<file path="config.mk">
export PLATFORM = sky130hd
export DESIGN_NAME = majority_vote_3x3_row_step
export DESIGN_NICKNAME = d
export VERILOG_FILES = /design/src/hdl/mvr_pkg.sv /design/src/hdl/mvr_cell.sv /design/src/hdl/mvr_outbuf.sv /design/src/hdl/majority_vote_3x3_row_step.sv
export SDC_FILE = /design/constraint.sdc
export NUM_CORES = 2
export LEC_CHECK = 0
export ABC_AREA = 0
export BUFFER_PORTS_ARGS = -buffer_cell sky130_fd_sc_hd__buf_2
export CAP_MARGIN = 20
export CORE_ASPECT_RATIO = 1.2
export CORE_MARGIN = 8
export CORE_UTILIZATION = 40
export CTS_CLUSTER_DIAMETER = 200
export DETAILED_ROUTE_END_ITERATION = 8
export GPL_ROUTABILITY_DRIVEN = 0
export GPL_TIMING_DRIVEN = 0
export PLACE_DENSITY = 0.67
export SLEW_MARGIN = 10
export SYNTH_ARGS = -nofsm -noshare
export SYNTH_HDL_FRONTEND = slang
export SYNTH_HIERARCHICAL = 1
export SYNTH_SLANG_ARGS = --single-unit
export TNS_END_PERCENT = 5
</file>
<file path="constraint.sdc">
create_clock -name clk -period 20.4 [get_ports clk]
set_input_delay 2.04 -clock clk [delete_from_list [all_inputs] [get_ports clk]]
set_output_delay 2.04 -clock clk [all_outputs]
set_load 0.005 [all_outputs]
</file>
<file path="src/hdl/mvr_pkg.sv">
// Package for the 3x3 majority-vote row filter.
// Holds the item structs, the per-column control struct and the sequencer states.
// Depends on nothing; every other file in this block imports it.
`timescale 1ns / 1ps

package mvr_pkg;

  localparam int MVR_ROW_W = 64;
  localparam int MVR_COLS_W = 7;
  localparam logic [MVR_COLS_W-1:0] MVR_COLS_RESET = 7'd64;

  typedef struct packed {
    logic [MVR_ROW_W-1:0] row_bits;
    logic                 last_row;
  } in_item_t;

  typedef struct packed {
    logic [MVR_ROW_W-1:0] new_row_bits;
    logic                 is_last;
  } out_item_t;

  // Control shared by every column cell in one cycle.
  typedef struct packed {
    logic up_ok;       // row above the middle row is inside the grid
    logic down_ok;     // row below the middle row is inside the grid
    logic mid_from_in; // middle row is the incoming row (single-row grid)
    logic load_top;    // start a grid: above <= 0, center <= incoming
    logic shift;       // above <= center, center <= incoming
    logic clear;       // drop the held rows
  } cell_ctl_t;

  typedef enum logic [1:0] {
    ST_EMPTY,
    ST_TOP,
    ST_FULL,
    ST_FLUSH
  } mvr_state_t;

endpackage

</file>
<file path="src/hdl/mvr_cell.sv">
// One column cell of the majority-vote row filter.
// Holds the column's above and center bits and votes over its 3x3 window.
// Depends on mvr_pkg.
`timescale 1ns / 1ps

module mvr_cell (
  input  logic              clk,
  input  mvr_pkg::cell_ctl_t ctl,
  input  logic              in_bit,
  input  logic              active,
  input  logic              left_ok,
  input  logic              right_ok,
  input  logic [1:0]        left_ones,
  input  logic [1:0]        right_ones,
  output logic [1:0]        col_ones,
  output logic              new_bit
);
  import mvr_pkg::*;

  logic       above_r;
  logic       center_r;
  logic       up_bit;
  logic       mid_bit;
  logic       down_bit;
  logic [3:0] ones;
  logic [1:0] nrows;
  logic [1:0] width;
  logic [3:0] cells;
  logic [4:0] twice;

  always_ff @(posedge clk) begin
    if (ctl.clear) begin
      above_r  <= 1'b0;
      center_r <= 1'b0;
    end else if (ctl.load_top) begin
      above_r  <= 1'b0;
      center_r <= in_bit;
    end else if (ctl.shift) begin
      above_r  <= center_r;
      center_r <= in_bit;
    end
  end

  always_comb begin
    up_bit   = above_r & ctl.up_ok;
    mid_bit  = ctl.mid_from_in ? in_bit : center_r;
    down_bit = in_bit & ctl.down_ok;
    col_ones = 2'({1'b0, up_bit} + {1'b0, mid_bit} + {1'b0, down_bit});

    ones  = {2'b00, col_ones}
          + (left_ok  ? {2'b00, left_ones}  : 4'd0)
          + (right_ok ? {2'b00, right_ones} : 4'd0);
    nrows = 2'd1 + {1'b0, ctl.up_ok} + {1'b0, ctl.down_ok};
    width = 2'd1 + {1'b0, left_ok} + {1'b0, right_ok};
    cells = {2'b00, nrows} * {2'b00, width};
    twice = {ones, 1'b0};

    if (!active) begin
      new_bit = 1'b0;
    end else if (twice > {1'b0, cells}) begin
      new_bit = 1'b1;
    end else if (twice == {1'b0, cells}) begin
      new_bit = mid_bit;
    end else begin
      new_bit = 1'b0;
    end
  end

endmodule

</file>
<file path="src/hdl/mvr_outbuf.sv">
// Output register with a skid stage for the majority-vote row filter.
// Holds up to two finished items so the input side keeps moving under stall.
// Depends on mvr_pkg.
`timescale 1ns / 1ps

module mvr_outbuf (
  input  logic                clk,
  input  logic                rst_n,
  input  logic                push,
  input  mvr_pkg::out_item_t  push_data,
  output logic                out_valid,
  input  logic                out_stall,
  output mvr_pkg::out_item_t  out_data,
  output logic                full
);
  import mvr_pkg::*;

  logic      main_valid_r, main_valid_nxt;
  logic      skid_valid_r, skid_valid_nxt;
  out_item_t main_data_r, main_data_nxt;
  out_item_t skid_data_r, skid_data_nxt;
  logic      pop;

  assign pop = main_valid_r && !out_stall;

  // A push only happens while the skid stage is empty.
  always_comb begin
    main_valid_nxt = main_valid_r;
    skid_valid_nxt = skid_valid_r;
    main_data_nxt  = main_data_r;
    skid_data_nxt  = skid_data_r;
    if (pop) begin
      if (skid_valid_r) begin
        main_data_nxt  = skid_data_r;
        skid_valid_nxt = 1'b0;
      end else if (push) begin
        main_data_nxt = push_data;
      end else begin
        main_valid_nxt = 1'b0;
      end
    end else if (push) begin
      if (main_valid_r) begin
        skid_data_nxt  = push_data;
        skid_valid_nxt = 1'b1;
      end else begin
        main_data_nxt  = push_data;
        main_valid_nxt = 1'b1;
      end
    end
  end

  always_ff @(posedge clk) begin
    if (!rst_n) begin
      main_valid_r <= 1'b0;
      skid_valid_r <= 1'b0;
    end else begin
      main_valid_r <= main_valid_nxt;
      skid_valid_r <= skid_valid_nxt;
    end
    main_data_r <= main_data_nxt;
    skid_data_r <= skid_data_nxt;
  end

  assign out_valid = main_valid_r;
  assign out_data  = main_data_r;
  assign full      = skid_valid_r;

  a_skid_needs_main: assert property (@(posedge clk) disable iff (!rst_n)
    skid_valid_r |-> main_valid_r)
    else $error("skid stage holds an item while the output register is empty");

  a_no_push_when_full: assert property (@(posedge clk) disable iff (!rst_n)
    skid_valid_r |-> !push)
    else $error("item pushed while both output stages are occupied");

endmodule

</file>
<file path="src/hdl/majority_vote_3x3_row_step.sv">
// A row's result is pushed into the output buffer when the row below it is accepted, and a
// one-row grid's result when its row is accepted. A bottom row's result is pushed from the
// flush state, after the result of the row above it, once the skid stage is not full.
// Throughput: one row per cycle unless the skid stage is full; input stalls in the flush
// state, while the bottom row is voted from the held rows (column cells vote once per cycle).
// Reset (synchronous, rst_n low): no rows held, output empty, column count 64.
`timescale 1ns / 1ps

module majority_vote_3x3_row_step #(
  parameter int ROW_BITS = mvr_pkg::MVR_ROW_W
) (
  input  logic                                clk,
  input  logic                                rst_n,
  input  logic                                in_valid,
  output logic                                in_stall,
  input  mvr_pkg::in_item_t                   in_data,
  output logic                                out_valid,
  input  logic                                out_stall,
  output mvr_pkg::out_item_t                  out_data,
  input  logic                                cfg_we,
  input  logic [mvr_pkg::MVR_COLS_W-1:0]      cfg_wdata
);
  import mvr_pkg::*;

  // The grid is held as a row of column cells. Each cell keeps the bit of the
  // row above and of the center row for its own column and passes its column
  // vote count to both neighbors every cycle, so a whole row is voted at once.
  localparam logic [MVR_COLS_W-1:0] MAX_COLS = MVR_COLS_W'(ROW_BITS);

  mvr_state_t                state_r, state_nxt;
  logic [MVR_COLS_W-1:0]     cols_r;
  logic [MVR_COLS_W-1:0]     cols_eff;
  logic [ROW_BITS-1:0]       active;
  logic [ROW_BITS-1:0][1:0]  col_ones;
  logic [MVR_ROW_W-1:0]      new_bits;
  cell_ctl_t                 ctl;
  logic                      accept;
  logic                      push;
  logic                      push_last;
  logic                      buf_full;
  out_item_t                 push_data;

  // Column count register; a zero acts as one column and anything beyond the
  // cell row acts as the full row.
  always_ff @(posedge clk) begin
    if (!rst_n) begin
      cols_r <= MVR_COLS_RESET;
    end else if (cfg_we) begin
      cols_r <= cfg_wdata;
    end
  end

  always_comb begin
    if (cols_r == '0) begin
      cols_eff = MVR_COLS_W'(1);
    end else if (cols_r > MAX_COLS) begin
      cols_eff = MAX_COLS;
    end else begin
      cols_eff = cols_r;
    end
    for (int j = 0; j < ROW_BITS; j++) begin
      active[j] = MVR_COLS_W'(j) < cols_eff;
    end
  end

  // Input is held back while the skid stage is full or while the bottom row
  // of a grid is being flushed.
  assign in_stall = buf_full || (state_r == ST_FLUSH);
  assign accept   = in_valid && !in_stall;

  always_ff @(posedge clk) begin
    if (!rst_n) begin
      state_r <= ST_EMPTY;
    end else begin
      state_r <= state_nxt;
    end
  end

  // Sequencer: decides which rows the cells vote over and how they update.
  always_comb begin
    state_nxt = state_r;
    ctl       = '0;
    push      = 1'b0;
    push_last = 1'b0;
    case (state_r)
      ST_EMPTY: begin
        if (accept) begin
          if (in_data.last_row) begin
            // A one-row grid: vote the incoming row alone and hold nothing.
            ctl.mid_from_in = 1'b1;
            ctl.clear       = 1'b1;
            push            = 1'b1;
            push_last       = 1'b1;
          end else begin
            ctl.load_top = 1'b1;
            state_nxt    = ST_TOP;
          end
        end
      end
      ST_TOP, ST_FULL: begin
        if (accept) begin
          // The center row has its lower neighbor now and leaves.
          ctl.up_ok   = (state_r == ST_FULL);
          ctl.down_ok = 1'b1;
          ctl.shift   = 1'b1;
          push        = 1'b1;
          state_nxt   = in_data.last_row ? ST_FLUSH : ST_FULL;
        end
      end
      ST_FLUSH: begin
        // The bottom row sits in the center with no row below it.
        if (!buf_full) begin
          ctl.up_ok = 1'b1;
          ctl.clear = 1'b1;
          push      = 1'b1;
          push_last = 1'b1;
          state_nxt = ST_EMPTY;
        end
      end
      default: begin
        state_nxt = ST_EMPTY;
      end
    endcase
  end

  // The cell row. Inactive columns neither vote nor count for their neighbors,
  // and the incoming bits there are dropped before they are stored.
  for (genvar j = 0; j < MVR_ROW_W; j++) begin : g_col
    if (j < ROW_BITS) begin : g_cell
      logic [1:0] left_ones;
      logic [1:0] right_ones;
      logic       right_ok;

      if (j > 0) begin : g_left
        assign left_ones = col_ones[j-1];
      end else begin : g_left_edge
        assign left_ones = 2'd0;
      end

      if (j < ROW_BITS - 1) begin : g_right
        assign right_ones = col_ones[j+1];
        assign right_ok   = active[j+1];
      end else begin : g_right_edge
        assign right_ones = 2'd0;
        assign right_ok   = 1'b0;
      end

      mvr_cell u_cell (
        .clk        (clk),
        .ctl        (ctl),
        .in_bit     (in_data.row_bits[j] & active[j]),
        .active     (active[j]),
        .left_ok    ((j > 0) ? 1'b1 : 1'b0),
        .right_ok   (right_ok),
        .left_ones  (left_ones),
        .right_ones (right_ones),
        .col_ones   (col_ones[j]),
        .new_bit    (new_bits[j])
      );
    end else begin : g_unused
      assign new_bits[j] = 1'b0;
    end
  end

  assign push_data.new_row_bits = new_bits;
  assign push_data.is_last      = push_last;

  mvr_outbuf u_outbuf (
    .clk       (clk),
    .rst_n     (rst_n),
    .push      (push),
    .push_data (push_data),
    .out_valid (out_valid),
    .out_stall (out_stall),
    .out_data  (out_data),
    .full      (buf_full)
  );

  a_last_enters_flush: assert property (@(posedge clk) disable iff (!rst_n)
    (accept && in_data.last_row && (state_r == ST_TOP || state_r == ST_FULL))
      |=> (state_r == ST_FLUSH))
    else $error("bottom row with rows held did not start a flush");

  a_flush_blocks_input: assert property (@(posedge clk) disable iff (!rst_n)
    (state_r == ST_FLUSH) |-> in_stall)
    else $error("input accepted during a flush");

  a_result_reaches_output: assert property (@(posedge clk) disable iff (!rst_n)
    push |=> out_valid)
    else $error("finished item did not reach the output register");

  a_top_row_holds_quiet: assert property (@(posedge clk) disable iff (!rst_n)
    (state_r == ST_EMPTY && accept && !in_data.last_row) |-> !push)
    else $error("top row of a grid produced an item on its own");

endmodule
</file>
Word-level counts from Yosys, hierarchy flattened
Index checks and enable logic that the tools add are counted.
{ "classes": {"eq_ne": 74, "n_mul": 63, "muxes": 477, "n_lt_le_gt_ge": 129, "bitwise": 194, "reduce_logical": 18, "addsub": 319} }
{ "op_table": {"columns": ["cell", "n"], "rows": [
  ["1-bit 2-to-1 mux", 396],
  ["65-bit 2-to-1 mux", 5],
  ["5-bit by 4-bit equality test with 1-bit output", 63],
  ["5-bit by 4-bit greater-than comparator with 1-bit output", 63],
  ["2-bit by 2-bit multiplier with 4-bit output", 63],
  ["4-bit adder", 62],
  ["6-bit by 7-bit less-than comparator with 1-bit output, first input constant", 32],
  ["1-bit bitwise AND", 192],
  ["2-bit by 2-bit adder with 3-bit output", 63],
  ["2-bit 2-to-1 mux", 70],
  ["2-bit by 1-bit adder with 2-bit output", 65],
  ["1-bit by 1-bit adder with 2-bit output", 64],
  ["2-bit by 1-bit adder with 2-bit output, first input constant", 62],
  ["5-bit by 7-bit less-than comparator with 1-bit output, first input constant", 16],
  ["4-bit by 7-bit less-than comparator with 1-bit output, first input constant", 8],
  ["3-bit by 7-bit less-than comparator with 1-bit output, first input constant", 4],
  ["1-bit by 7-bit less-than comparator with 1-bit output, first input constant", 2],
  ["2-bit by 7-bit less-than comparator with 1-bit output, first input constant", 2],
  ["7-bit 2-to-1 mux", 2],
  ["2-bit != test, second input constant", 7],
  ["3-bit AND reduction", 3],
  ["7-bit greater-than comparator, second input constant", 1],
  ["7-bit zero test", 1],
  ["2-bit case mux with 3 select lines", 1],
  ["17 further kinds", 27]
]} }
{ "totals": {"inputBits": 77, "out_inout_bits": 67, "ff_bits": 269} }

Depth between registers and ports, before layout
{ "depth": {"ltp_word": 18, "depth_mapped": 18} }

Cells and area by module
The synthesis kept the hierarchy.
{ "modules_own_cells": {"columns": ["module", "instances", "cells_each", "area_per_inst_um2"], "rows": [
  ["mvr_cell (g_col[0].g_cell.u_cell ...)", 60, 48, 396.6],
  ["mvr_outbuf", 1, 213, 4993.5],
  ["majority_vote_3x3_row_step", 1, 263, 1689.1],
  ["mvr_cell (g_col[6].g_cell.u_cell ...)", 3, 49, 395.4],
  ["mvr_cell (g_col[9].g_cell.u_cell)", 1, 46, 395.4]
]} }

Worst setup path before layout
No wires, ideal clock.
{ "synth_path": {"path_type": "input to register", "startpoint": "in in_valid", "endpoint": "reg u_outbuf.main_data_r, in the netlist u_outbuf/out_data[10] (data pin)", "setup_ns": 0.260, "path_slack_ns": 3.465, "t_arrival_ns": 16.676, "cell_stages": 13, "required_time_ns": 20.140, "cell_sequence": "nand2_1 -> nor2_1 -> nand2_1 -> fa_1 -> inv_1 -> and2_1 -> fa_1 -> ha_1 -> inv_1 -> fa_1 -> o41ai_2 -> a21oi_1 -> mux2_2"} }
{ "synth_lines": {"columns": ["item", "line", "rtl"], "rows": [
  ["from (decl)", "majority_vote_3x3_row_step.sv:14", "input logic in_valid,"],
  ["to (signal assigned)", "mvr_outbuf.sv:60", "main_data_r <= main_data_nxt;"],
  ["to (decl)", "mvr_outbuf.sv:20", "out_item_t main_data_r, main_data_nxt;"]
]} }

==> results by group <==
Min path
  • Worst hold path startpoint: g_col[12].g_cell.u_cell/center_r
  • Worst min-delay path class: flop to flop

Clock network
  • Clock tree from TritonCTS: done
  • Clk sink count: 269
  • Clock slew seen by the registers of the worst setup and hold paths: 0.06 ns
  • Buffers inserted by post-CTS timing repair: 0
  • Maximum buffer depth of the clock tree: 3
  • Number of buffers created by CTS: 36
  • Total of cells resized after clock tree synthesis: 0
  • Cell at the root of the clock tree: sky130_fd_sc_hd__clkbuf_16
  • Clock insertion delay at the later pin of the skew report: 0.57 ns
  • Count of hold-fix buffers inserted at cts: 0
  • H-tree depth: 2

GRT
  • Global route overflow: 0
  • Antenna violations before repair: 6
  • First-pass GRT wire length: 125,000 µm
  • Number of global-route vias before repair: 24,958
  • Gr usage total: 17.2%
  • Maximum number of pins on one net before global-route repair: 79

Critical path
  • Critical Path RT: 20.84 ns
  • Delay-heaviest family, CP: adder cells
  • Slowest Stage Delay on Critical Path: 0.52 ns
  • Slowest cell on the critical path: sky130_fd_sc_hd__nor2_4
  • Critical path start-end classification: input pin to flop
  • Cells traversed along the worst timing path: buf_2 > nand2_1 > nor2_4 > buf_16 > buf_16 > buf_12 > buf_12 > buf_12 > nand2_1 > fa_1 > inv_1 > nand2_1 > fa_1 > inv_1 > ha_1 > inv_1 > fa_1 > a211o_1 > a221oi_2 > mux2_4
  • Beginning of the worst register-to-register path: state_r[1]
  • Type of destination of the critical path: flop
  • Critical-path maximum fanout: 32
  • CP bufs+invs: 9
  • Crit path launch type: input pin
  • Launching element of the worst setup path: in_valid
  • Endpoint arrival time on the critical path: 6.78 ns

STA
  • Transition at the pin with the smallest max-transition slack: 0.829 ns
  • Worst slew slack as a fraction of its limit: 44.6%
  • Max Clock Freq: 158 MHz
  • Max Transition Viols Final: 0
  • Setup repair after global routing missed its margin: false
  • Clock period minus worst slack: 6.34 ns
  • Worst Hold Slack: 0.466 ns
  • Final setup violation count: 0
  • Skew final: 0.0215 ns
  • Final clock period utilization by the worst path: 31.1%
  • Final Hold Violating Endpoints: 0

Cells and area
  • Area of the multi-input gates: 22,800 µm²
  • Area growth from synthesis to final layout: 14.8%
  • Final-stage net count: 4,822
  • Final core area utilization: 46.4%
  • Footprint of the flip-flops and latches: 6690 µm²
  • Post-Layout Inst Area: 36,800 µm²
  • Share of cells above drive strength 1: 11.9%
  • Filler cells: 7,510

Synthesis
  • Mean area per synthesized cell: 9.03 µm²
  • Count of warnings emitted by yosys: 6
  • Distinct cell type count after synthesis: 52
  • Synthesized flop and latch total: 269
  • Synth Cell Area: 32,100 µm²
  • Yosys top cell area share: 20.1%
  • Portion of the post-synthesis area used by sequential elements: 20.9%
  • Top FF cell, synth: sky130_fd_sc_hd__dfxtp_1
  • Most frequent cell after synthesis: sky130_fd_sc_hd__inv_1
  • Cell accounting for the most synthesized area: sky130_fd_sc_hd__ha_1
  • Number of cells produced by synthesis: 3,549
  • Number of flops mapped to enable cells by yosys: 130
  • Leading cell types by count after synthesis: sky130_fd_sc_hd__inv_1, sky130_fd_sc_hd__ha_1, sky130_fd_sc_hd__nand2_1, sky130_fd_sc_hd__nor2_1, sky130_fd_sc_hd__fa_1
  • Post-synth ARST share: 0%
  • Area contributors post-synth: sky130_fd_sc_hd__ha_1, sky130_fd_sc_hd__fa_1, sky130_fd_sc_hd__edfxtp_1, sky130_fd_sc_hd__inv_1, sky130_fd_sc_hd__dfxtp_1

Floorplanning
  • Site row count: 113
  • Horizontal die dimension: 274 µm
  • Vertical extent of the die: 326 µm
  • Die footprint: 89,500 µm²
  • Area inside the core boundary: 79,300 µm²
  • Effective utilization at floorplan: 40.4%
  • Top-level port count: 144

Route
  • Vias per Instance: 4.78
  • DRC violation count after routing: 0
  • Initial drt markers: 926
  • 1st-pass router iterations: 4
  • Total wire length: 76,100 µm
  • Routed wirelength normalized by instance count: 15.1 µm
  • Remaining antenna violation count: 0
  • Vias after detailed routing: 24,102

Power
  • Ratio of total power to cell area: 142 nW/µm²
  • Leakage dissipation: 19.7 nW
  • Worst VDD drop: 0.0000626 V

Place
  • Placed Instance Area: 35,600 µm²
  • HPWL after detailed placement: 62,400 µm
  • Number of input and output port buffers inserted: 141

Run
  • # Max-Cap Violations: 0

Run status
  • Result of the run: finished clean
==> cells by family (layout without fill, tap and decap cells) <==
kind of cell,after synthesis,after routing,synth area share (%)
flops,269,269,20.9
buf+inv,873,1126,10.4
other cells,2,204,0.0234
compound gates,460,460,11.8
fa+ha+maj,771,771,36.1
mux,200,200,7.10
simple gates,974,974,13.7
==> per-stage QoR <==
step | setup slack [ns] | TNS, ns | total power [mW] | std cells
2_1_floorplan | 3.46 | 0 | 3.90 | 3747
3_3_place_gp | -4.08 | -638.47 | 4.67 | 4923
3_5_place_dp | 13.45 | 0 | 4.59 | 4971
4_1_cts | 14.09 | 0 | 5.32 | 5035
5_1_grt | 13.84 | 0 | 5.79 | 5035
6_report | 14.06 | 0 | 5.24 | 5039
==> layer usage <==
metal | routed length [µm] | global-route usage, % | up-vias | share of wire (%)
met5 | 0 | 0 | - | 0
met4 | 2420 | 5.72 | 0 | 3.2
met2 | 39100 | 32.0 | 282 | 51
li1 | - | - | 12180 | -
met3 | 2120 | 2.10 | 110 | 2.8
met1 | 32500 | 20.1 | 11530 | 43
==> final timing paths <==
kind                                                    endpoint  slack, ns  cells past startpoint
worst max-delay path                       u_outbuf/out_data[50]      14.06                     20
worst min-delay path            g_col[12].g_cell.u_cell/center_r       0.47                      2
worst max register to register             u_outbuf/out_data[50]      14.52                     22
worst min register to register  g_col[12].g_cell.u_cell/center_r       0.47                      2
==> cell usage in the layout, fill, tap and decap left out, drive strengths merged, types with 10 or more instances in the layout <==
master  synthesis  routed
buf            22     211
a21oi         138     138
a221oi         63      63
edfxtp        130     130
dfxtp         139     139
a211o          64      64
mux2i         134     134
a21o           24      24
nand2b         10      10
o211ai         64      64
inv           843     846
and2          184     184
conb            2     200
ha            515     515
o21ai          82      82
mux2           66      66
nor2          269     269
nor3          131     131
nand2         360     360
clkbuf          8      59
fa            256     256
==> area by class of cell <==
type	count	share of cell area, %
antenna	4	0.0272
inverter	843	8.60
buffer	30	0.493
sequential	269	18.2
tap	1035	3.52
multi-input combinational	2605	62.0
clock buffer	51	2.85
timing repair buffer	189	3.85
clock inverter	13	0.506
==> worst min-delay path, stage by stage, from the launching register on <==
cell	delay (ns)
sky130_fd_sc_hd__dfxtp_1	0.31
sky130_fd_sc_hd__nand2_1	0.05
sky130_fd_sc_hd__a21oi_1	0.05
==> power breakdown <==
group	leakage, nW	internal (mW)	total [mW]	switching, mW
clock	0.606	0.412	0.682	0.270
combinational	16.8	1.70	3.55	1.85
sequential	2.36	0.910	1.00	0.0926
total	19.7	3.02	5.24	2.22
==> registers in the layout, summed over array words and instances (netlist names) <==
signal / flops
u_outbuf/out_data: 65
u_outbuf/skid_data_r: 65
g_col.g_cell.u_cell/above_r: 64
g_col.g_cell.u_cell/center_r: 64
cols_r: 7
state_r: 2
u_outbuf/full: 1
u_outbuf/out_valid: 1
No activity file was read; power rests on OpenSTA's default activity.
